===== src/hw/rtl/fixed_partition_allocator_core_assert.svh =====
// assertion macros used by the allocator rtl
`ifndef FIXED_PARTITION_ALLOCATOR_CORE_ASSERT_SVH
`define FIXED_PARTITION_ALLOCATOR_CORE_ASSERT_SVH

// same-cycle implication, held off during reset
`define FPA_ASSERT_IMP(label, clk, rst_n, ante, cons) \
    label: assert property (@(posedge clk) disable iff (!(rst_n)) (ante) |-> (cons)) \
        else $error("fpa check failed: same-cycle implication");

// next-cycle implication, held off during reset
`define FPA_ASSERT_NEXT(label, clk, rst_n, ante, cons) \
    label: assert property (@(posedge clk) disable iff (!(rst_n)) (ante) |=> (cons)) \
        else $error("fpa check failed: next-cycle implication");

`endif


===== src/hw/rtl/fpa_pkg.sv =====
package fpa_pkg;

    localparam int SLOT_MAX       = 6;
    localparam int FPA_PARTITIONS = 6;

    localparam int PID_W   = 10;
    localparam int SIZE_W  = 8;
    localparam int PNUM_W  = 3;
    localparam int SUM_W   = 11;
    localparam int TOTAL_W = 10;

    localparam int CFG_IDX_W  = 3;
    localparam int CFG_DATA_W = 10;

    localparam logic [CFG_IDX_W-1:0] CFG_TOTAL_MEMORY = CFG_IDX_W'(SLOT_MAX);

    localparam logic [SIZE_W-1:0] SIZE_RESET [SLOT_MAX] =
        '{8'd40, 8'd25, 8'd15, 8'd10, 8'd8, 8'd2};
    localparam logic [TOTAL_W-1:0] TOTAL_RESET = 10'd100;

    typedef enum logic {
        FUNC_ALLOC   = 1'b0,
        FUNC_RELEASE = 1'b1
    } t_func;

    typedef struct packed {
        t_func             func;
        logic [PID_W-1:0]  process_id;
        logic [SIZE_W-1:0] request_size;
    } t_req;

    typedef struct packed {
        logic                granted;
        logic [PNUM_W-1:0]   partition_number;
        logic [SUM_W-1:0]    used_mem;
        logic [TOTAL_W-1:0]  free_mem;
        logic [SUM_W-1:0]    open_mem;
        logic [SLOT_MAX-1:0] occupied_mask;
    } t_rsp;

    typedef struct packed {
        logic [CFG_IDX_W-1:0]  index;
        logic [CFG_DATA_W-1:0] value;
    } t_cfg;

endpackage


===== src/hw/rtl/fpa_if.sv =====
interface fpa_req_if import fpa_pkg::*; ();
    logic valid;
    logic ready;
    t_req data;

    modport source (output valid, output data, input ready);
    modport sink (input valid, input data, output ready);
endinterface

interface fpa_rsp_if import fpa_pkg::*; ();
    logic valid;
    logic ready;
    t_rsp data;

    modport source (output valid, output data, input ready);
    modport sink (input valid, input data, output ready);
endinterface

interface fpa_cfg_if import fpa_pkg::*; ();
    logic valid;
    logic ready;
    t_cfg data;

    modport source (output valid, output data, input ready);
    modport sink (input valid, input data, output ready);
endinterface


===== src/hw/rtl/fixed_partition_allocator_core.sv =====
// fixed partition allocator
// i_req carries one request word: func (allocate or release), process_id and
// request_size. an allocate takes the highest numbered free partition that is
// large enough; a release frees the lowest numbered partition held by the id.
// o_rsp returns one word per request: granted, partition number and the
// occupancy figures after the request has been applied.
// i_cfg writes the partition sizes (index 0 to 5) and total memory (index 6); it is
// ready whenever out of reset. the user must write i_cfg only while no request is
// in flight; the block does not enforce this. a request is taken into an input
// register, then the search, state update and sums are combinational into the
// result register, which drives o_rsp; one word per cycle is sustained while
// o_rsp.ready stays high.
// when o_rsp stalls, the result register holds and the input register still
// takes one more word; i_req.ready drops once both are full.
// reset clears the occupancy of every partition and loads the default sizes
// 40, 25, 15, 10, 8, 2 and a total of 100; both ready lines are low in reset.
module fixed_partition_allocator_core
    import fpa_pkg::*;
#(
    parameter int PARTITIONS = FPA_PARTITIONS
) (
    input  logic       i_clk,
    input  logic       i_rst_n,
    fpa_req_if.sink    i_req,
    fpa_rsp_if.source  o_rsp,
    fpa_cfg_if.sink    i_cfg
);

    logic                r_in_valid;
    t_req                r_in;
    logic                r_out_valid;
    t_rsp                r_out;

    logic [SIZE_W-1:0]   r_size [PARTITIONS];
    logic [TOTAL_W-1:0]  r_total;

    logic [PARTITIONS-1:0] r_busy;
    logic [PID_W-1:0]      r_owner   [PARTITIONS];
    logic [SIZE_W-1:0]     r_request [PARTITIONS];

    logic [PARTITIONS-1:0] n_busy;
    t_rsp                  n_out;
    logic                  found;
    logic [PNUM_W-1:0]     hit;
    logic                  move;
    logic                  in_accept;

    assign move      = r_in_valid && (!r_out_valid || o_rsp.ready);
    assign in_accept = i_req.valid && i_req.ready;

    assign i_req.ready = i_rst_n && (!r_in_valid || move);
    assign i_cfg.ready = i_rst_n;
    assign o_rsp.valid = r_out_valid;
    assign o_rsp.data  = r_out;

    // slot search and state update
    always_comb begin
        n_busy = r_busy;
        found  = 1'b0;
        hit    = '0;
        if (r_in.func == FUNC_ALLOC) begin
            for (int i = PARTITIONS - 1; i >= 0; i--) begin
                if (!found && !r_busy[i] && r_size[i] >= r_in.request_size) begin
                    found = 1'b1;
                    hit   = PNUM_W'(i);
                end
            end
            if (found) begin
                n_busy[hit] = 1'b1;
            end
        end else begin
            for (int i = 0; i < PARTITIONS; i++) begin
                if (!found && r_busy[i] && r_owner[i] == r_in.process_id) begin
                    found = 1'b1;
                    hit   = PNUM_W'(i);
                end
            end
            if (found) begin
                n_busy[hit] = 1'b0;
            end
        end
    end

    // occupancy figures after the update
    always_comb begin
        n_out = '0;
        n_out.granted          = found;
        n_out.partition_number = found ? PNUM_W'(hit + 1'b1) : '0;
        for (int i = 0; i < PARTITIONS; i++) begin
            if (n_busy[i]) begin
                if (found && r_in.func == FUNC_ALLOC && hit == PNUM_W'(i)) begin
                    n_out.used_mem = n_out.used_mem + SUM_W'(r_in.request_size);
                end else begin
                    n_out.used_mem = n_out.used_mem + SUM_W'(r_request[i]);
                end
                n_out.occupied_mask[i] = 1'b1;
            end else begin
                n_out.open_mem = n_out.open_mem + SUM_W'(r_size[i]);
            end
        end
        if (SUM_W'(r_total) > n_out.used_mem) begin
            n_out.free_mem = TOTAL_W'(SUM_W'(r_total) - n_out.used_mem);
        end else begin
            n_out.free_mem = '0;
        end
    end

    always_ff @(posedge i_clk) begin
        if (!i_rst_n) begin
            r_in_valid  <= 1'b0;
            r_out_valid <= 1'b0;
            r_busy      <= '0;
            r_total     <= TOTAL_RESET;
            for (int i = 0; i < PARTITIONS; i++) begin
                r_size[i] <= SIZE_RESET[i];
            end
        end else begin
            if (i_req.ready) begin
                r_in_valid <= i_req.valid;
            end
            if (move) begin
                r_out_valid <= 1'b1;
                r_busy      <= n_busy;
            end else if (o_rsp.ready) begin
                r_out_valid <= 1'b0;
            end
            if (i_cfg.valid) begin
                for (int i = 0; i < PARTITIONS; i++) begin
                    if (i_cfg.data.index == CFG_IDX_W'(i)) begin
                        r_size[i] <= i_cfg.data.value[SIZE_W-1:0];
                    end
                end
                if (i_cfg.data.index == CFG_TOTAL_MEMORY) begin
                    r_total <= i_cfg.data.value[TOTAL_W-1:0];
                end
            end
        end
    end

    // payload, no reset
    always_ff @(posedge i_clk) begin
        if (in_accept) begin
            r_in <= i_req.data;
        end
        if (move) begin
            r_out <= n_out;
            if (found && r_in.func == FUNC_ALLOC) begin
                r_owner[hit]   <= r_in.process_id;
                r_request[hit] <= r_in.request_size;
            end
        end
    end

`include "fixed_partition_allocator_core_assert.svh"

    `FPA_ASSERT_IMP(a_pnum_matches_grant, i_clk, i_rst_n, r_out_valid,
        (r_out.granted == (r_out.partition_number != '0)))
    `FPA_ASSERT_IMP(a_no_overwrite, i_clk, i_rst_n, r_in_valid && !move, !in_accept)
    `FPA_ASSERT_NEXT(a_alloc_adds_one, i_clk, i_rst_n,
        move && found && r_in.func == FUNC_ALLOC,
        $countones(r_busy) == $countones($past(r_busy)) + 1)

endmodule

===== src/flat_wrapper.sv =====
// flat-port wrapper written by rule: the top's interface ports become plain ports
module fixed_partition_allocator_core_flat import fpa_pkg::*;
#(
    parameter int PARTITIONS = FPA_PARTITIONS
)
  (i_clk, i_rst_n, i_req_valid, i_req_data, i_req_ready, o_rsp_valid, o_rsp_data, o_rsp_ready, i_cfg_valid, i_cfg_data, i_cfg_ready);
  fpa_req_if i_req_i ();
  fpa_rsp_if o_rsp_i ();
  fpa_cfg_if i_cfg_i ();
  input  logic i_clk;
  input  logic i_rst_n;
  input wire logic [$bits(i_req_i.valid)-1:0] i_req_valid;
  input wire logic [$bits(i_req_i.data)-1:0] i_req_data;
  output wire logic [$bits(i_req_i.ready)-1:0] i_req_ready;
  output wire logic [$bits(o_rsp_i.valid)-1:0] o_rsp_valid;
  output wire logic [$bits(o_rsp_i.data)-1:0] o_rsp_data;
  input wire logic [$bits(o_rsp_i.ready)-1:0] o_rsp_ready;
  input wire logic [$bits(i_cfg_i.valid)-1:0] i_cfg_valid;
  input wire logic [$bits(i_cfg_i.data)-1:0] i_cfg_data;
  output wire logic [$bits(i_cfg_i.ready)-1:0] i_cfg_ready;
  assign i_req_i.valid = i_req_valid;
  assign i_req_i.data = i_req_data;
  assign i_req_ready = i_req_i.ready;
  assign o_rsp_valid = o_rsp_i.valid;
  assign o_rsp_data = o_rsp_i.data;
  assign o_rsp_i.ready = o_rsp_ready;
  assign i_cfg_i.valid = i_cfg_valid;
  assign i_cfg_i.data = i_cfg_data;
  assign i_cfg_ready = i_cfg_i.ready;
  fixed_partition_allocator_core #(.PARTITIONS(PARTITIONS)) u_core (.i_clk(i_clk), .i_rst_n(i_rst_n), .i_req(i_req_i), .o_rsp(o_rsp_i), .i_cfg(i_cfg_i));
endmodule

===== config.mk =====
export PLATFORM = sky130hd
export DESIGN_NAME = fixed_partition_allocator_core_flat
export DESIGN_NICKNAME = d
export VERILOG_FILES = /design/src/hw/rtl/fpa_pkg.sv /design/src/hw/rtl/fpa_if.sv /design/src/hw/rtl/fixed_partition_allocator_core.sv /design/src/flat_wrapper.sv
export VERILOG_INCLUDE_DIRS = /design/src /design/src/hw/rtl
export SDC_FILE = /design/constraint.sdc
export NUM_CORES = 1
export LEC_CHECK = 0
export ABC_AREA = 1
export BUFFER_PORTS_ARGS = -buffer_cell sky130_fd_sc_hd__buf_2
export CAP_MARGIN = 10
export CORE_MARGIN = 5
export CORE_UTILIZATION = 55
export DETAILED_ROUTE_END_ITERATION = 8
export PLACE_DENSITY_LB_ADDON = 0.3
export RECOVER_POWER = 50
export SLEW_MARGIN = 10
export SYNTH_ARGS = -nofsm -noshare
export SYNTH_HDL_FRONTEND = slang
export SYNTH_SLANG_ARGS = --single-unit

===== constraint.sdc =====
create_clock -name i_clk -period 13.6 [get_ports i_clk]
set_input_delay 0 -clock i_clk [delete_from_list [all_inputs] [get_ports i_clk]]
set_output_delay 0 -clock i_clk [all_outputs]
set_load 0.005 [all_outputs]

Yosys cells after proc, flatten, opt, wreduce, memory -nomap -nowiden
Memories as Yosys holds them, arrays and structs flattened. Index checks and enable logic that the tools add are counted.

Bits in writable memories: 156. Register bits: 79. Output and inout port bits: 45. Word-level logic and storage cells: 235. Memories: 3.

Memory list: u_core.r_owner (depth 6, width 10, rd ports 6, clocked after Yosys merged registers in 0, wr ports 1, RTL line fixed_partition_allocator_core.sv:38) `logic [PID_W-1:0] r_owner [PARTITIONS];`; u_core.r_request (depth 6, width 8, rd ports 6, clocked after Yosys merged registers in 0, wr ports 1, RTL line fixed_partition_allocator_core.sv:39) `logic [SIZE_W-1:0] r_request [PARTITIONS];`; u_core.r_size (depth 6, width 8, rd ports 6, clocked after Yosys merged registers in 0, wr ports 6, RTL line fixed_partition_allocator_core.sv:34) `logic [SIZE_W-1:0] r_size [PARTITIONS];`.

Reduce and logical (&&, ||, !) cells: 58. Add/subtract/negate cells: 17. Magnitude comparators: 11. Bitwise operators: 10. Multiplexer cells: 106. Eq/ne operators: 17.

Operators with widths (number): $mux 11 (16); $add 11x8->11 (14); $mux 1 (64); $mux 8 (8); $eq 10x10->1 (6); $ge 8x8->1 (6); $logic_and 1x1->1 (34); $mux 3 (11); $logic_not 1->1 (18); $mux 6 (3); $eq 3x3->1 const B (5); $eq 3x2->1 const B (4); $gt 10x11->1 (1); $sub 10x10->10 (1); $add 8x8->9 (1); $lt 3x4->1 const B (2); $and 6x6->6 (1); $demux 1 s3 (2); $eq 3x1->1 const B (2); $ge 3x1->1 const B (2); $logic_not 3->1 (2); $not 6->6 (1); $or 1x1->1 (6); $or 6x6->6 (1); 6 further kinds (8).

Longest topological paths before layout
Gate-level depths: netlist of the first run. An unclocked memory read counts as a cell.

Depth in word-level cells: 55. Gate-level depth with buffers: 67. Depth with buffers taken out: 67.

Worst setup path before layout of the first run
Ideal clock, no wire load.

Kind: reg-to-reg. Start point: register u_core.r_in[5] (netlist bit). End point: register u_core.r_out (netlist bit u_core.o_rsp.data[19]) (data pin). Stages on the path, launching flop included: 62. Slack: 4.885 ns. Data arrival time: 8.458 ns. Library setup time: 0.256 ns. Path through: edfxtp_1 > inv_1 > ha_1 > a21oi_1 > nor2_1 > nor2_1 > nand3_1 > nand2_2 > nand2_2 > a21oi_4 > nand2_1 > nand2_1 > nand2_1 > nand2_1 > inv_1 > ha_1 > inv_1 > nor2_4 > [26 not listed] > nand2_1 > o21ai_0 > nor2_1 > inv_1 > a21oi_1 > o21ai_0 > inv_1 > nor2_1 > inv_1 > nand2_1 > nand2_1 > ha_1 > a21oi_1 > nand2_1 > a21oi_1 > nor2_1 > nand2_8 > nor2_2.

Longest elaborated chain between the ends: 53. Elaborated cells on any way between the ends: 88. Those cells by class: 11 x add/sub; 9 x order compare; 5 x eq/ne; 37 x mux; 1 x bitwise; 25 x reduce/logical.

RTL lines: start, declared (RTL line fixed_partition_allocator_core.sv:30) `t_req r_in;`; start signal, assigned (RTL line fixed_partition_allocator_core.sv:143) `r_in <= i_req.data;`; $ge 8x8->1 (RTL line fixed_partition_allocator_core.sv:63) `if (!found && !r_busy[i] && r_size[i] >= r_in.request_size) begin`; $logic_and 1x1->1 (RTL line fixed_partition_allocator_core.sv:63); $mux 1 (RTL line fixed_partition_allocator_core.sv:63); $mux 1 (RTL line fixed_partition_allocator_core.sv:61) `if (r_in.func == FUNC_ALLOC) begin`; $logic_not 1->1 (RTL line fixed_partition_allocator_core.sv:63); $logic_and 1x1->1 (2 in a row) (RTL line fixed_partition_allocator_core.sv:63); $mux 1 (RTL line fixed_partition_allocator_core.sv:63); $mux 1 (RTL line fixed_partition_allocator_core.sv:61); [36 not listed]; $mux 11 (RTL line fixed_partition_allocator_core.sv:90) `if (n_busy[i]) begin`; $add 11x8->11 (on tied branches) (RTL line fixed_partition_allocator_core.sv:94, fixed_partition_allocator_core.sv:92); $mux 11 (RTL line fixed_partition_allocator_core.sv:91) `if (found && r_in.func == FUNC_ALLOC && hit == PNUM_W'(i)) begin`; $mux 11 (RTL line fixed_partition_allocator_core.sv:90); $add 11x8->11 (on tied branches) (RTL line fixed_partition_allocator_core.sv:94, fixed_partition_allocator_core.sv:92); $mux 11 (RTL line fixed_partition_allocator_core.sv:91); $mux 11 * (RTL line fixed_partition_allocator_core.sv:90); $sub 10x10->10 / $gt 10x11->1 (equally long branches) (RTL line fixed_partition_allocator_core.sv:102, fixed_partition_allocator_core.sv:101); end signal, assigned (RTL line fixed_partition_allocator_core.sv:146) `r_out <= n_out;`; end, declared (RTL line fixed_partition_allocator_core.sv:32) `t_rsp r_out;`.

Every way passes the cells marked *; elsewhere a longest branch is shown, timed or not. The select of a mux whose other input is x is not followed. A chain may end at the register's enable or synchronous reset.

==> metrics.md, run 1 <==
| Metric | Value |
|---|---|
| Outcome | `finished, violations left` |
| Failing checks | `capacitance limit, slew limit` |
| Final period demand of the worst path | `between 10 and 15 ns` |
| WHS Endpoint | `u_core.r_in[0]$_DFFE_PP_` |
| Finished Layout Cells | `about 2400` |
| Critical setup path kind | `flop to flop` |
| Vias per cell | `~5.5` |
| Clk pwr share | `0.278` |
| DRT iter0 DRCs | `roughly 1300` |
| Worst slack, placed | `between 3 and 4 ns` |
| Worst-Skew Late Latency | `0.54 ns` |
| Worst EP required | `~14 ns` |
| Xor and xnor area share after synthesis | `0.0349` |
| DR WL met3 | `approximately 4000 um` |
| Hold_sp | `i_req_data[0]` |
| CTS tree | `done` |
| Placed Instances | `between 2000 and 2500` |
| Final nets | `2231` |
| Post-synth EDFFs | `217` |
| Cell Pwr Density | `around 150 mW/mm^2` |
| Post-layout util | `0.632` |
| Setup TNS | `0 ns` |
| Arrival @ worst endpoint | `between 10 and 15 ns` |
| Hold slack | `0.168 ns` |
| Area of the multi-input gates | `0.00823 sq mm` |
| Switching part of the total | `0.358` |
| Syn avg cell area | `8.48 sq um` |
| Final Hold Fails | `0` |
| Cts bufs inserted | `27` |
| Initial antenna violation count | `1` |
| Layout area overhead | `12.7%` |
| Final Total Pwr | `about 2.7 mW` |
| Peak supply drop | `around 0.14 mV` |
| H-Tree Depth | `1` |
| Vias | `13500` |
| Critical Path Most Common Cell | `nand2_1` |
| Cell count after synthesis | `1912` |
| Ant diodes | `0` |
| Post-synthesis mux area share | `0` |
| Clock Skew | `roughly 0.013 ns` |
| Largest net degree at the start of global routing | `51` |
| Ports | `82` |
| Global-route wire length before repair | `between 60000 and 70000 um` |
| R2R Path End | `u_core.o_rsp.data[25]$_SDFFCE_PP0P_` |
| Die area | `about 0.033 sq mm` |
| Worst Reg-to-Reg Cells | `slightly below 60` |
| Worst R2R Setup Slack | `about 3.4 ns` |
| CP Capture Type | `flop` |
| Vias in the first global route | `roughly 13000` |
| Reg2reg start | `u_core.r_in[5]$_DFFE_PP_` |
| Clock Path Buffers | `3` |
| All-layer global routing usage | `0.254` |
| Highest Clock Rate | `97.7 MHz` |
| Starting Density | `0.560` |
| GRT overflow | `0` |
| Routed length on met1 | `19700 um` |
| I/O Buffers | `between 80 and 90` |
| Fill cells | `roughly 2400` |
| Combinational Power Share | `0.395` |
| Placer Congestion | `about 0.94` |
| Period utilisation layout | `0.752` |
| LEAKAGE | `approximately 8.3 nW` |
| Std cell rows | `between 60 and 70` |
| Worst slew pin tran | `around 1.5 ns` |
| Synthesized cell area | `0.0162 sq mm` |
| DIE HEIGHT | `roughly 180 um` |
| Simple-gate share of the synthesized area | `0.259` |
| Net Count, Synth | `~2100` |
| Seq. cell area | `around 0.0069 sq mm` |
| Post-CTS Setup Inserts | `0` |
| Hold Path Depth | `2` |
| Worst min path class | `primary input to flop` |
| Setup slack after layout | `3.37 ns` |
| Adder-cell share of the synthesized area | `0.124` |
| Pint | `approximately 1.7 mW` |
| Clock slew seen by the registers of the worst setup and hold paths | `0.06 ns` |
| Final setup vio count | `0` |
| Hpwl dp | `between 30000 and 40000 um` |
| Largest family of logic cells by synthesized area | `simple AND/OR/NAND/NOR gates` |
| CP max-delay cell | `edfxtp_1` |
| Sequential share of the synthesized area | `0.424` |
| P_sw | `0.974 mW` |
| ANT nets after route | `0` |
| Routed wire length | `approximately 43000 um` |
| Sequential share of power | `0.327` |
| Crit path largest cell delay | `roughly 0.50 ns` |
| Post-synthesis cell type count | `62` |
| Synthesis-stage register bit count | `235` |
| Avg WL per Cell | `roughly 17 um` |
| Slew Viols, Final | `24` |
| Layout cells sized above 1 | `0.100` |
| # DRC | `0` |
| Crit path max fanout | `16` |
| Non-Filler Cell Area, Final | `approximately 0.018 sq mm` |
| Post-synthesis compound-gate area fraction | `0.0899` |
| Max-slew headroom | `-0.0296` |
| Core Area | `about 0.029 sq mm` |
| Highest metal used | `met5` |
| Initial DRT Pass Iterations | `6` |
| Ys Warns | `0` |
| CTS Root Cell | `clkbuf_16` |
| RSZ-0062 raised after global routing | `no` |
| Top_reg_cell synth | `edfxtp_1` |
| Total clock sinks | `around 240` |
| DP Area | `0.0170 sq mm` |
| Routed length on met2 | `18200 um` |
| Max-cap violations | `1` |
| Post-synth ARST share | `0` |
| Die X | `between 150 and 200 um` |
| Worst setup SP type | `flop` |
## state kept, by name (all words and copies together) (netlist names)
signal,count
u_core.o_rsp.data,42
u_core.o_rsp.valid,1
u_core.r_busy,6
u_core.r_in,19
u_core.r_in_valid,1
u_core.r_owner,60
u_core.r_request,48
u_core.r_size,48
u_core.r_total,10
## power groups by stage
stage                     registers, mW  logic (mW)  clock network [mW]
after floorplan                   0.896       0.820                   0
after global placement            0.902        1.02                   0
after detailed placement          0.904        1.05                   0
after CTS                         0.889        1.07               0.769
after global routing              0.894        1.22               0.799
final                             0.889        1.07               0.757
## critical path, delay by kind of cell (launching register included)
family                     cells  cell delay [ns]
xor gates and xnor gates       4             0.53
AOI/OAI and AO/OA             10             1.70
buffers and inverters          8             0.96
DFF                            1             0.50
and+or+nand+nor               28             3.62
adders and majority gates      9             2.72
## how the worst max path moves through the flow
stage,startpoint,endpoint,slack (ns)
4_1_cts,u_core.r_in[5]$_DFFE_PP_,u_core.o_rsp.data[18]$_SDFFCE_PP0P_,3.46
3_5_place_dp,u_core.r_in[5]$_DFFE_PP_,u_core.o_rsp.data[25]$_SDFFCE_PP0P_,3.49
3_3_place_gp,u_core.r_in[5]$_DFFE_PP_,u_core.o_rsp.data[19]$_SDFFCE_PP0P_,3.69
2_1_floorplan,u_core.r_in[5]$_DFFE_PP_,u_core.o_rsp.data[19]$_SDFFCE_PP0P_,4.89
6_report,u_core.r_in[5]$_DFFE_PP_,u_core.o_rsp.data[25]$_SDFFCE_PP0P_,3.37
5_1_grt,u_core.r_in[8]$_DFFE_PP_,u_core.o_rsp.data[25]$_SDFFCE_PP0P_,2.36
## cells in the final DEF (no fill, tap or decap), types with 9 or more instances in the layout
cell | synthesis | final
a21oi_1 | 94 | 94
and2_1 | 15 | 15
buf_2 | 7 | 52
clkbuf_1 | 13 | 34
clkbuf_16 | 0 | 27
clkinv_1 | 6 | 9
dfxtp_1 | 18 | 18
dlygate4sd3_1 | 0 | 40
edfxtp_1 | 217 | 217
fa_1 | 11 | 11
ha_1 | 143 | 143
inv_1 | 222 | 222
inv_2 | 15 | 16
nand2_1 | 459 | 459
nand2_2 | 18 | 18
nand3_1 | 129 | 129
nand4_1 | 43 | 43
nor2_1 | 168 | 168
nor2_2 | 11 | 11
nor3_1 | 17 | 17
nor4_1 | 9 | 9
o21a_1 | 29 | 29
o21ai_0 | 72 | 72
o21bai_1 | 13 | 13
or2_2 | 31 | 31
xnor2_1 | 27 | 27
xor2_1 | 34 | 34
## per-layer routing
metal | global-route usage | vias up
met4 | 0.0537 | 2
met5 | 0 | -
li1 | - | 6699
met1 | 0.380 | 6172
met2 | 0.386 | 519
met3 | 0.0490 | 68
## what timing repair did
| item | in CTS | in global routing |
|---|---|---|
| resized for setup | 0 | 0 |
| hold buffers | 40 | 0 |
| endpoints found under the hold margin | 74 | 0 |
## Yosys cell counts, types with 3 or more instances
| library cell | number | area, sq um |
|---|---|---|
| nor2_2 | 11 | 68.8 |
| nand2_2 | 18 | 113 |
| fa_1 | 11 | 220 |
| nor3_1 | 17 | 85.1 |
| o211ai_1 | 3 | 22.5 |
| xor2_1 | 34 | 298 |
| or2_1 | 8 | 50.1 |
| nand3_2 | 5 | 50.1 |
| buf_6 | 4 | 45.0 |
| inv_2 | 15 | 56.3 |
| o21ai_0 | 72 | 360 |
| nand3_1 | 129 | 646 |
| clkinv_1 | 6 | 22.5 |
| a21o_1 | 4 | 30.0 |
| xnor2_1 | 27 | 236 |
| edfxtp_1 | 217 | 6520 |
| nand2_1 | 459 | 1720 |
| and2_1 | 15 | 93.8 |
| inv_1 | 222 | 833 |
| ha_1 | 143 | 1790 |
| buf_4 | 8 | 60.1 |
| nand3b_1 | 8 | 60.1 |
| a21oi_1 | 94 | 470 |
| o21bai_1 | 13 | 97.6 |
| or2_2 | 31 | 194 |
| o21ai_2 | 3 | 26.3 |
| nand4_1 | 43 | 269 |
| o21a_1 | 29 | 218 |
| clkbuf_1 | 13 | 48.8 |
| dfxtp_1 | 18 | 360 |
| o21ai_1 | 8 | 40.0 |
| buf_2 | 7 | 35.0 |
| nor4_1 | 9 | 56.3 |
| a221oi_1 | 3 | 26.3 |
| nand2_4 | 3 | 33.8 |
| nor2_1 | 168 | 631 |
## cell type report
type / instances / share of cell area
inverters: 244 / 0.0502
clock buffers: 30 / 0.0381
clock inverters: 19 / 0.0127
repair buffers: 133 / 0.0463
well taps: 384 / 0.0263
flip-flops and latches: 235 / 0.376
multi-input cells: 1399 / 0.450
## cells by family (layout without fill, tap and decap cells)
kind of cell / after synthesis / count (layout)
AOI/OAI and AO/OA: 247 / 247
xor gates and xnor gates: 63 / 63
adders and majority gates: 154 / 154
buffers and inverters: 278 / 426
DFF: 235 / 235
and+or+nand+nor: 935 / 935
(Power assumes the default switching activity.)
==> run 2, diff against run 1 <==
==> constraint.sdc (replaced) <==
create_clock -name i_clk -period 9.35 [get_ports i_clk]
set_input_delay 0 -clock i_clk [delete_from_list [all_inputs] [get_ports i_clk]]
set_output_delay 0 -clock i_clk [all_outputs]
set_load 0.005 [all_outputs]
==> metrics.md, run 2 (synthesis gave the netlist of run 1 again) <==
| Metric | Value |
|---|---|
| Outcome | `finished clean` |
| Area of the multi-input gates | `0.00877 sq mm (+6.7%)` |
| Largest net degree at the start of global routing | `36 (-29%)` |
| Placer Congestion | `0.980 (+4.1%)` |
| I/O Buffers | `81 (unchanged)` |
| Peak supply drop | `0.178 mV (+26%)` |
| Worst slew pin tran | `1.46 ns (-0.0871 ns)` |
| Clock slew seen by the registers of the worst setup and hold paths | `0.06 ns (about the same)` |
| Final nets | `2321 (+4.0%)` |
| Highest Clock Rate | `110 MHz (+13%)` |
| CTS tree | `done` |
| Vias | `14400 (+6.9%)` |
| P_sw | `1.50 mW (+54%)` |
| Total clock sinks | `235 (unchanged)` |
| DRT iter0 DRCs | `1317 (+3.7%)` |
| Layout cells sized above 1 | `0.172 (+0.0721)` |
| Max-cap violations | `0 (-1)` |
| Placed Instances | `2411 (+2.4%)` |
| Seq. cell area | `0.00688 sq mm (unchanged)` |
| Ports | `82 (unchanged)` |
| Combinational Power Share | `0.434 (+0.039)` |
| Vias in the first global route | `13500 (+7.4%)` |
| CP Capture Type | `flop` |
| Finished Layout Cells | `2534 (+3.7%)` |
| Global-route wire length before repair | `70300 um (+4.7%)` |
| Final Total Pwr | `4.05 mW (+49%)` |
| CTS Root Cell | `clkbuf_16` |
| Vias per cell | `5.68 (+3.1%)` |
| Period utilisation layout | `0.972 (+0.220)` |
| Worst EP required | `9.65 ns (-4.34 ns)` |
| Max reg flops | `60 (unchanged)` |
| Arrival @ worst endpoint | `9.39 ns (-1.24 ns)` |
| Worst min path class | `primary input to flop` |
| Core Area | `0.0289 sq mm (unchanged)` |
| Worst-Skew Late Latency | `0.55 ns (about the same)` |
| Die X | `182 um (unchanged)` |
| All-layer global routing usage | `0.263 (+0.00949)` |
| Crit path max fanout | `7 (-9)` |
| Largest Register | `u_core.r_owner` |
| Final Hold Fails | `0 (unchanged)` |
| Starting Density | `0.560 (unchanged)` |
| Critical setup path kind | `flop to flop` |
| Most common cell after layout, fill and taps aside | `nand2_1` |
| Sequential share of power | `0.317 (-0.010)` |
| Initial DRT Pass Iterations | `7 (+1)` |
| CP max-delay cell | `edfxtp_1` |
| Clock Path Buffers | `3 (unchanged)` |
| Crit path largest cell delay | `0.41 ns (-0.09 ns)` |
| Cts bufs inserted | `27 (unchanged)` |
| GRT overflow | `0 (unchanged)` |
| H-Tree Depth | `1 (unchanged)` |
| Fill cells | `2302 (-5.2%)` |
| Routed wire length | `46000 um (+7.6%)` |
| Cell Pwr Density | `209 mW/mm^2 (+40%)` |
| # DRC | `0 (unchanged)` |
| Worst setup SP type | `flop` |
| Layout area overhead | `19.6%` |
| DIE HEIGHT | `182 um (unchanged)` |
| Avg WL per Cell | `18.1 um (+3.8%)` |
| Clk pwr share | `0.249 (-0.029)` |
| Switching part of the total | `0.369 (+0.0113)` |
| Pint | `2.55 mW (+46%)` |
| Slew Viols, Final | `0 (-100%)` |
| LEAKAGE | `8.68 nW (+4.4%)` |
| ANT nets after route | `0 (unchanged)` |
| Max-slew headroom | `0.0285 (+0.0580)` |
| Die area | `0.0330 sq mm (unchanged)` |
| Ant diodes | `0 (unchanged)` |
| Largest registers | `u_core.r_owner (60), u_core.r_request (48), u_core.r_size (48)` |
| Final period demand of the worst path | `9.09 ns (-1.14 ns)` |
| Clock Skew | `0.0177 ns (+0.00450 ns)` |
| Hpwl dp | `33800 um (+3.1%)` |
| Commonest non-fill, non-tap cells in the layout | `444 x nand2_1, 217 x edfxtp_1, 210 x inv_1` |
| Final setup vio count | `0 (unchanged)` |
| Std cell rows | `62 (unchanged)` |
| Initial antenna violation count | `0 (-1)` |
==> run 2: cell count changes in the layout (fill, tap and decap cells not counted), sizes merged <==
cell / delta
buf: +70
bufinv: -4
clkbuf: +21
clkinv: -3
clkinvlp: +4
dlygate4sd3: +5
inv: -4
nand2: +1
==> run 2: what timing repair did <==
| item | in CTS | in global routing |
|---|---|---|
| gates cloned | 0 | 1 |
| hold buffers | 45 | 0 |
| endpoints found under the setup margin | 10 | 11 |
| buffers inserted | 4 | 24 |
| hold endpoints to repair | 75 | 0 |
| pin swaps | 3 | 56 |
| gates resized for setup | 11 | 109 |
==> run 2: area by class of cell <==
| cell class | instances | share of cell area |
|---|---|---|
| well taps | 384 | 0.0248 |
| repair buffers | 222 | 0.0774 |
| flip-flops and latches | 235 | 0.355 |
| inverters | 244 | 0.0479 |
| clock inverters | 12 | 0.00458 |
| clock buffers | 37 | 0.0383 |
| multi-input cells | 1400 | 0.452 |
==> run 2: path summary, 6_finish.rpt <==
check                                 startpoint                                  end  slack [ns]  cells after the start
setup / recovery        u_core.r_in[7]$_DFFE_PP_  u_core.o_rsp.data[25]$_SDFFCE_PP0P_        0.26                     58
hold / removal                     i_req_data[3]             u_core.r_in[3]$_DFFE_PP_        0.16                      2
setup reg to reg        u_core.r_in[7]$_DFFE_PP_  u_core.o_rsp.data[25]$_SDFFCE_PP0P_        0.26                     58
hold reg to reg   u_core.r_total[2]$_SDFFE_PN1P_       u_core.r_total[2]$_SDFFE_PN1P_        0.49                      2
==> run 2: power by group through the flow <==
stage	logic (mW)	clock network (mW)	registers [mW]
floorplan	1.19	0	1.30
detailed placement	1.56	0	1.30
finish	1.76	1.01	1.28
global route	1.97	1.07	1.29
CTS	1.60	1.02	1.28
global placement	1.52	0	1.30
==> run 2: per-layer routing <==
metal,vias to the layer above,share of wire,track usage
li1,6886,-,-
met1,6724,0.43,0.368
met2,667,0.46,0.430
met3,116,0.082,0.0362
met4,0,0.030,0.0799
met5,-,0,0
==> run 2: worst max-delay path: cells and delay by family (launching register included) <==
family	cells	cell delay (ns)
adder cells (fa/ha/maj)	8	2.05
AND/OR/NAND/NOR	23	2.88
XOR/XNOR	4	0.57
flip-flops	1	0.41
AO/OA/AOI/OAI	11	1.54
buffers and inverters	12	1.35
==> run 2: per-stage QoR <==
| stage | utilization | setup slack, ns | TNS (ns) | instance area [sq um] | hold WS [ns] |
|---|---|---|---|---|---|
| after floorplan | - | 0.635 | 0 | 16200 | 0.0808 |
| after global placement | 0.602 | 0.0342 | 0 | 17400 | 0.176 |
| after detailed placement | 0.602 | -0.185 | -1.70 | 17400 | 0.178 |
| after CTS | 0.650 | 0.0156 | 0 | 18800 | 0.141 |
| after global routing | 0.670 | -0.272 | -2.47 | 19400 | 0.157 |
| final | 0.670 | 0.261 | 0 | 19400 | 0.162 |
